**src/rtl/clm_pkg.sv**
```systemverilog
`timescale 1ns / 1ps
`default_nettype none
// ----------------------------------------------------------------------------
// clm_pkg
// shared constants and types for the longest chain search block
// ----------------------------------------------------------------------------
package clm_pkg;

   localparam int MEMO_ENTRIES = 65536;
   localparam int MEMO_AW      = $clog2(MEMO_ENTRIES);

   localparam int LIMIT_W = 17;
   localparam int STEP_W  = 16;
   localparam int VALUE_W = 64;
   localparam int OVL_W   = 63;

   localparam logic [OVL_W-1:0]   OVL_RESET = 63'd3074457345618258602;
   localparam logic [VALUE_W-1:0] ODD_MAX   = 64'd6148914691236517204;
   localparam logic [STEP_W-1:0]  STEP_MAX  = '1;

   localparam logic STATUS_OK       = 1'b0;
   localparam logic STATUS_OVERFLOW = 1'b1;

   typedef struct packed {
      logic               done;
      logic               overflow;
      logic [STEP_W-1:0]  count;
      logic [VALUE_W-1:0] next_value;
      logic [STEP_W-1:0]  next_steps;
   } step_result_type;

endpackage
`default_nettype wire

```
**src/rtl/clm_step_unit.sv**
```systemverilog
`timescale 1ns / 1ps
`default_nettype none
// ----------------------------------------------------------------------------
// clm_step_unit
// one chain step: end tests, memo hit, overflow tests and next value
// ----------------------------------------------------------------------------
module clm_step_unit (
   input  wire  [clm_pkg::VALUE_W-1:0] walk_value,
   input  wire  [clm_pkg::STEP_W-1:0]  walk_steps,
   input  wire  [clm_pkg::LIMIT_W-1:0] scan_start,
   input  wire  [clm_pkg::STEP_W-1:0]  memo_data,
   input  wire  [clm_pkg::OVL_W-1:0]   overflow_limit,
   output clm_pkg::step_result_type    result
);
   import clm_pkg::*;

   logic               is_one;
   logic               memo_hit;
   logic               over_limit;
   logic               odd_too_big;
   logic [STEP_W:0]    memo_sum;
   logic [STEP_W-1:0]  memo_count;
   logic [VALUE_W-1:0] tripled;

   always_comb begin
      is_one      = (walk_value == VALUE_W'(1));
      memo_hit    = (walk_value != VALUE_W'(scan_start)) &&
                    (walk_value <= VALUE_W'(MEMO_ENTRIES)) &&
                    (memo_data != '0);
      memo_sum    = {1'b0, walk_steps} + {1'b0, memo_data};
      memo_count  = memo_sum[STEP_W] ? STEP_MAX : memo_sum[STEP_W-1:0];
      over_limit  = walk_value > {1'b0, overflow_limit};
      odd_too_big = walk_value[0] && (walk_value > ODD_MAX);
      // 3v+1 as 2v+1 plus v
      tripled     = {walk_value[VALUE_W-2:0], 1'b1} + walk_value;

      result.done       = is_one || memo_hit;
      result.overflow   = !is_one && !memo_hit && (over_limit || odd_too_big);
      result.count      = is_one ? walk_steps : memo_count;
      result.next_value = walk_value[0] ? tripled : {1'b0, walk_value[VALUE_W-1:1]};
      result.next_steps = (walk_steps == STEP_MAX) ? STEP_MAX
                                                   : walk_steps + STEP_W'(1);
   end

endmodule
`default_nettype wire

```
**config.mk**
```make
export PLATFORM = sky130hd
export DESIGN_NAME = clm_step_unit
export DESIGN_NICKNAME = d
export VERILOG_FILES = /design/src/rtl/clm_pkg.sv /design/src/rtl/clm_step_unit.sv
export SDC_FILE = /design/constraint.sdc
export NUM_CORES = 1
export LEC_CHECK = 0
export BUFFER_PORTS_ARGS = -buffer_cell sky130_fd_sc_hd__buf_2
export CAP_MARGIN = 20
export CORE_ASPECT_RATIO = 1.1
export CORE_MARGIN = 4
export CORE_UTILIZATION = 35
export DETAILED_ROUTE_END_ITERATION = 16
export GPL_ROUTABILITY_DRIVEN = 0
export SLEW_MARGIN = 25
export SYNTH_ARGS = -nofsm -noshare
export SYNTH_HDL_FRONTEND = slang
export SYNTH_SLANG_ARGS = --single-unit
export TNS_END_PERCENT = 5
```
**constraint.sdc**
```tcl
create_clock -name vclk -period 22
set_input_delay 6.6 -clock vclk [all_inputs]
set_output_delay 6.6 -clock vclk [all_outputs]
set_load 0.005 [all_outputs]
```
==> flow_metrics.tcl <==
set metrics [dict create \
    floorplan.initialDensity_pct 35.6 \
    drtPass1Iterations 5 \
    final_slew_violations 0 \
    share_of_post_route_cells_with_drive_strength_above_1_pct 20.3 \
    drt_wl_total_mm 32.1 \
    synth_top_cell_by_area "sky130_fd_sc_hd__ha_1" \
    synth_area_per_cell_um2 6.94 \
    maximum_number_of_pins_on_one_net_before_global_route_repair 57 \
    worst_ep_required_time_ns 15.40 \
    synth.yosys.seq_area_share_pct 0 \
    yosys.area.top_type_share_pct 28.8 \
    worst_pin_slew_ns 0.882 \
    yosysUniqueCellTypes 80 \
    syn_nets 1691 \
    power_frac_clock_pct 0 \
    coreArea_um2 25400 \
    post_drt_via_cell_ratio 5.40 \
    powerDensity_nw_per_um2 25.9 \
    cts-hold-fix-buffers 0 \
    die_width_um 161 \
    drt_iter0_drc 617 \
    setup_violations 0 \
    highest_fanout_seen_on_the_critical_path 56 \
    p_int_mw 0.116 \
    ir_drop_mv 0.0156 \
    yosys-top-cells-area "sky130_fd_sc_hd__ha_1 29%, sky130_fd_sc_hd__a21oi_1 6.7%, sky130_fd_sc_hd__inv_1 6.3%" \
    status "completed" \
    cap_viol_max_count 0 \
    final_period_minus_worst_setup_slack_ns 17.45 \
    gr-total-overflow 0 \
    synth.cell_area_um2 9050 \
    drt.antenna.violating_nets 0 \
    timing.slew.headroom_pct 40.4 \
    crit_arrival_ns 10.85 \
    path_class "in -> out" \
    seqCellArea_um2 0 \
    count_of_port_buffers_added_during_placement 274 \
    global_route_wire_length_before_repair_mm 50.8 \
    unrepaired_setup_endpoints_after_global_routing "false" \
    number_of_vias_after_detailed_routing 10200 \
    finish.net_count 1929 \
    holdCritPathClass "in -> out" \
    floorplan.io_pins 274 \
    critPathLaunchType "input pin" \
    detail_route.drc_violations 0 \
    area_growth_pct 18.0 \
    cts_setup_buffers 0 \
    final.period_utilization_pct 79.3 \
    timing.fmax_ghz 0.0573 \
    fp.dieArea_um2 28500 \
    power_frac_comb_pct 100.0 \
    setup-tns-final_ns 0 \
    switching_power_mw 0.160 \
    row_count 61 \
    synthesis.instances 1305 \
    cts_resized 0 \
    synth_most_common_cell "sky130_fd_sc_hd__ha_1" \
    first_global_vias 9837 \
    final.setup.worst_slack_ns 4.55 \
    wl_per_instance_um 17.0 \
    power.static_leakage_nw 5.60 \
    die_height_um 177 \
    antenna_found_initial 1 \
    dp.final_hpwl_mm 28.1 \
    commonest_cells_post_synth "208 x sky130_fd_sc_hd__ha_1, 153 x sky130_fd_sc_hd__inv_1, 124 x sky130_fd_sc_hd__nand2_1" \
    seq_cell_count 0 \
    grt.total_usage_pct 21.3 \
    nClkBuffers 0 \
    post_place_setup_slack_ns 4.61 \
    seq_power_share_pct 0 \
    power_switching_share_pct 58.0 \
    report.final.hold_viol_count 0 \
    ys_warn_count 0 \
    timing.critical_path.to_type "output pin" \
]
-- worst max-delay path: stages --
cell                        delay (ns)
sky130_fd_sc_hd__buf_4            0.45
sky130_fd_sc_hd__clkinv_1         0.79
sky130_fd_sc_hd__fa_1             0.67
sky130_fd_sc_hd__nand2b_1         0.17
sky130_fd_sc_hd__a211oi_1         0.33
sky130_fd_sc_hd__o2111ai_1        0.15
sky130_fd_sc_hd__o211a_2          0.23
sky130_fd_sc_hd__nor4_4           0.32
sky130_fd_sc_hd__nor3_4           0.11
sky130_fd_sc_hd__a2111oi_4        0.46
sky130_fd_sc_hd__nor2_1           0.12
sky130_fd_sc_hd__o311ai_2         0.27
sky130_fd_sc_hd__buf_2            0.15
-- power groups by stage --
stage	clock (mW)	sequential, mW	combinational, mW
floorplan	0	0	0.178
global placement	0	0	0.273
detailed placement	0	0	0.274
CTS	0	0	0.276
global route	0.00000000609	0	0.308
finish	0.00000000608	0	0.276
-- cell usage in the layout, fill, tap and decap left out, types with 11 or more instances in the layout --
master / synthesis / routed
sky130_fd_sc_hd__inv_1: 153 / 153
sky130_fd_sc_hd__nor2_1: 62 / 62
sky130_fd_sc_hd__nor3_1: 20 / 20
sky130_fd_sc_hd__o21bai_1: 16 / 16
sky130_fd_sc_hd__o21a_1: 14 / 14
sky130_fd_sc_hd__nand3_1: 28 / 28
sky130_fd_sc_hd__nor2b_1: 11 / 11
sky130_fd_sc_hd__xnor2_1: 42 / 42
sky130_fd_sc_hd__nand2_1: 124 / 124
sky130_fd_sc_hd__buf_2: 15 / 273
sky130_fd_sc_hd__a21o_1: 55 / 55
sky130_fd_sc_hd__nand2b_1: 13 / 13
sky130_fd_sc_hd__nor4_1: 18 / 18
sky130_fd_sc_hd__o21ai_1: 11 / 11
sky130_fd_sc_hd__o22a_1: 15 / 15
sky130_fd_sc_hd__a21oi_1: 121 / 121
sky130_fd_sc_hd__o211ai_1: 11 / 11
sky130_fd_sc_hd__ha_1: 208 / 208
sky130_fd_sc_hd__mux2i_1: 19 / 19
sky130_fd_sc_hd__xor2_1: 44 / 44
sky130_fd_sc_hd__o21ai_0: 102 / 102
sky130_fd_sc_hd__nand4_1: 50 / 50
-- per-layer routing --
| metal | part of all wire (%) | global-route usage (%) |
|---|---|---|
| met5 | 0 | 0 |
| met4 | 1.7 | 2.99 |
| met1 | 45 | 29.2 |
| met3 | 6.4 | 2.12 |
| met2 | 47 | 37.1 |
-- cell type report --
class              instances  area [um2]
diodes                     1        2.50
fillers                 2733       14700
inverters                154         578
multi-input cells       1111        8280
well taps                346         433
repair buffers           276        1390
-- path summary, 6_finish.rpt --
| path | start | end | slack, ns | cells after the start |
|---|---|---|---|---|
| setup / recovery | walk_value[0] | result[75] | 4.55 | 13 |
| hold / removal | walk_steps[0] | result[0] | 13.49 | 3 |
-- cells by family (layout without fill, tap and decap cells) --
kind of cell | after synthesis | after routing | synth area share [%]
compound gates | 420 | 420 | 30.8
xor+xnor | 86 | 86 | 8.32
fa+ha+maj | 210 | 210 | 29.2
buf+inv | 194 | 430 | 8.50
mux | 21 | 21 | 2.35
other cells | 0 | 1 | 0
simple gates | 374 | 374 | 20.8
-- through the flow --
| stage | power (mW) | cells | hold WS [ns] | utilization (%) | cell area (um2) |
|---|---|---|---|---|---|
| final | 0.276 | 1888 | 13.49 | 42.0 | 10700 |
| after global routing | 0.308 | 1888 | 13.53 | 42.0 | 10700 |
| after floorplan | 0.178 | 1305 | 13.24 | - | 9050 |
| after CTS | 0.276 | 1887 | 13.49 | 42.0 | 10700 |
| after global placement | 0.273 | 1887 | 13.48 | 42.0 | 10700 |
| after detailed placement | 0.274 | 1887 | 13.48 | 42.0 | 10700 |
Note: power is estimated with default switching activity, not from simulation.
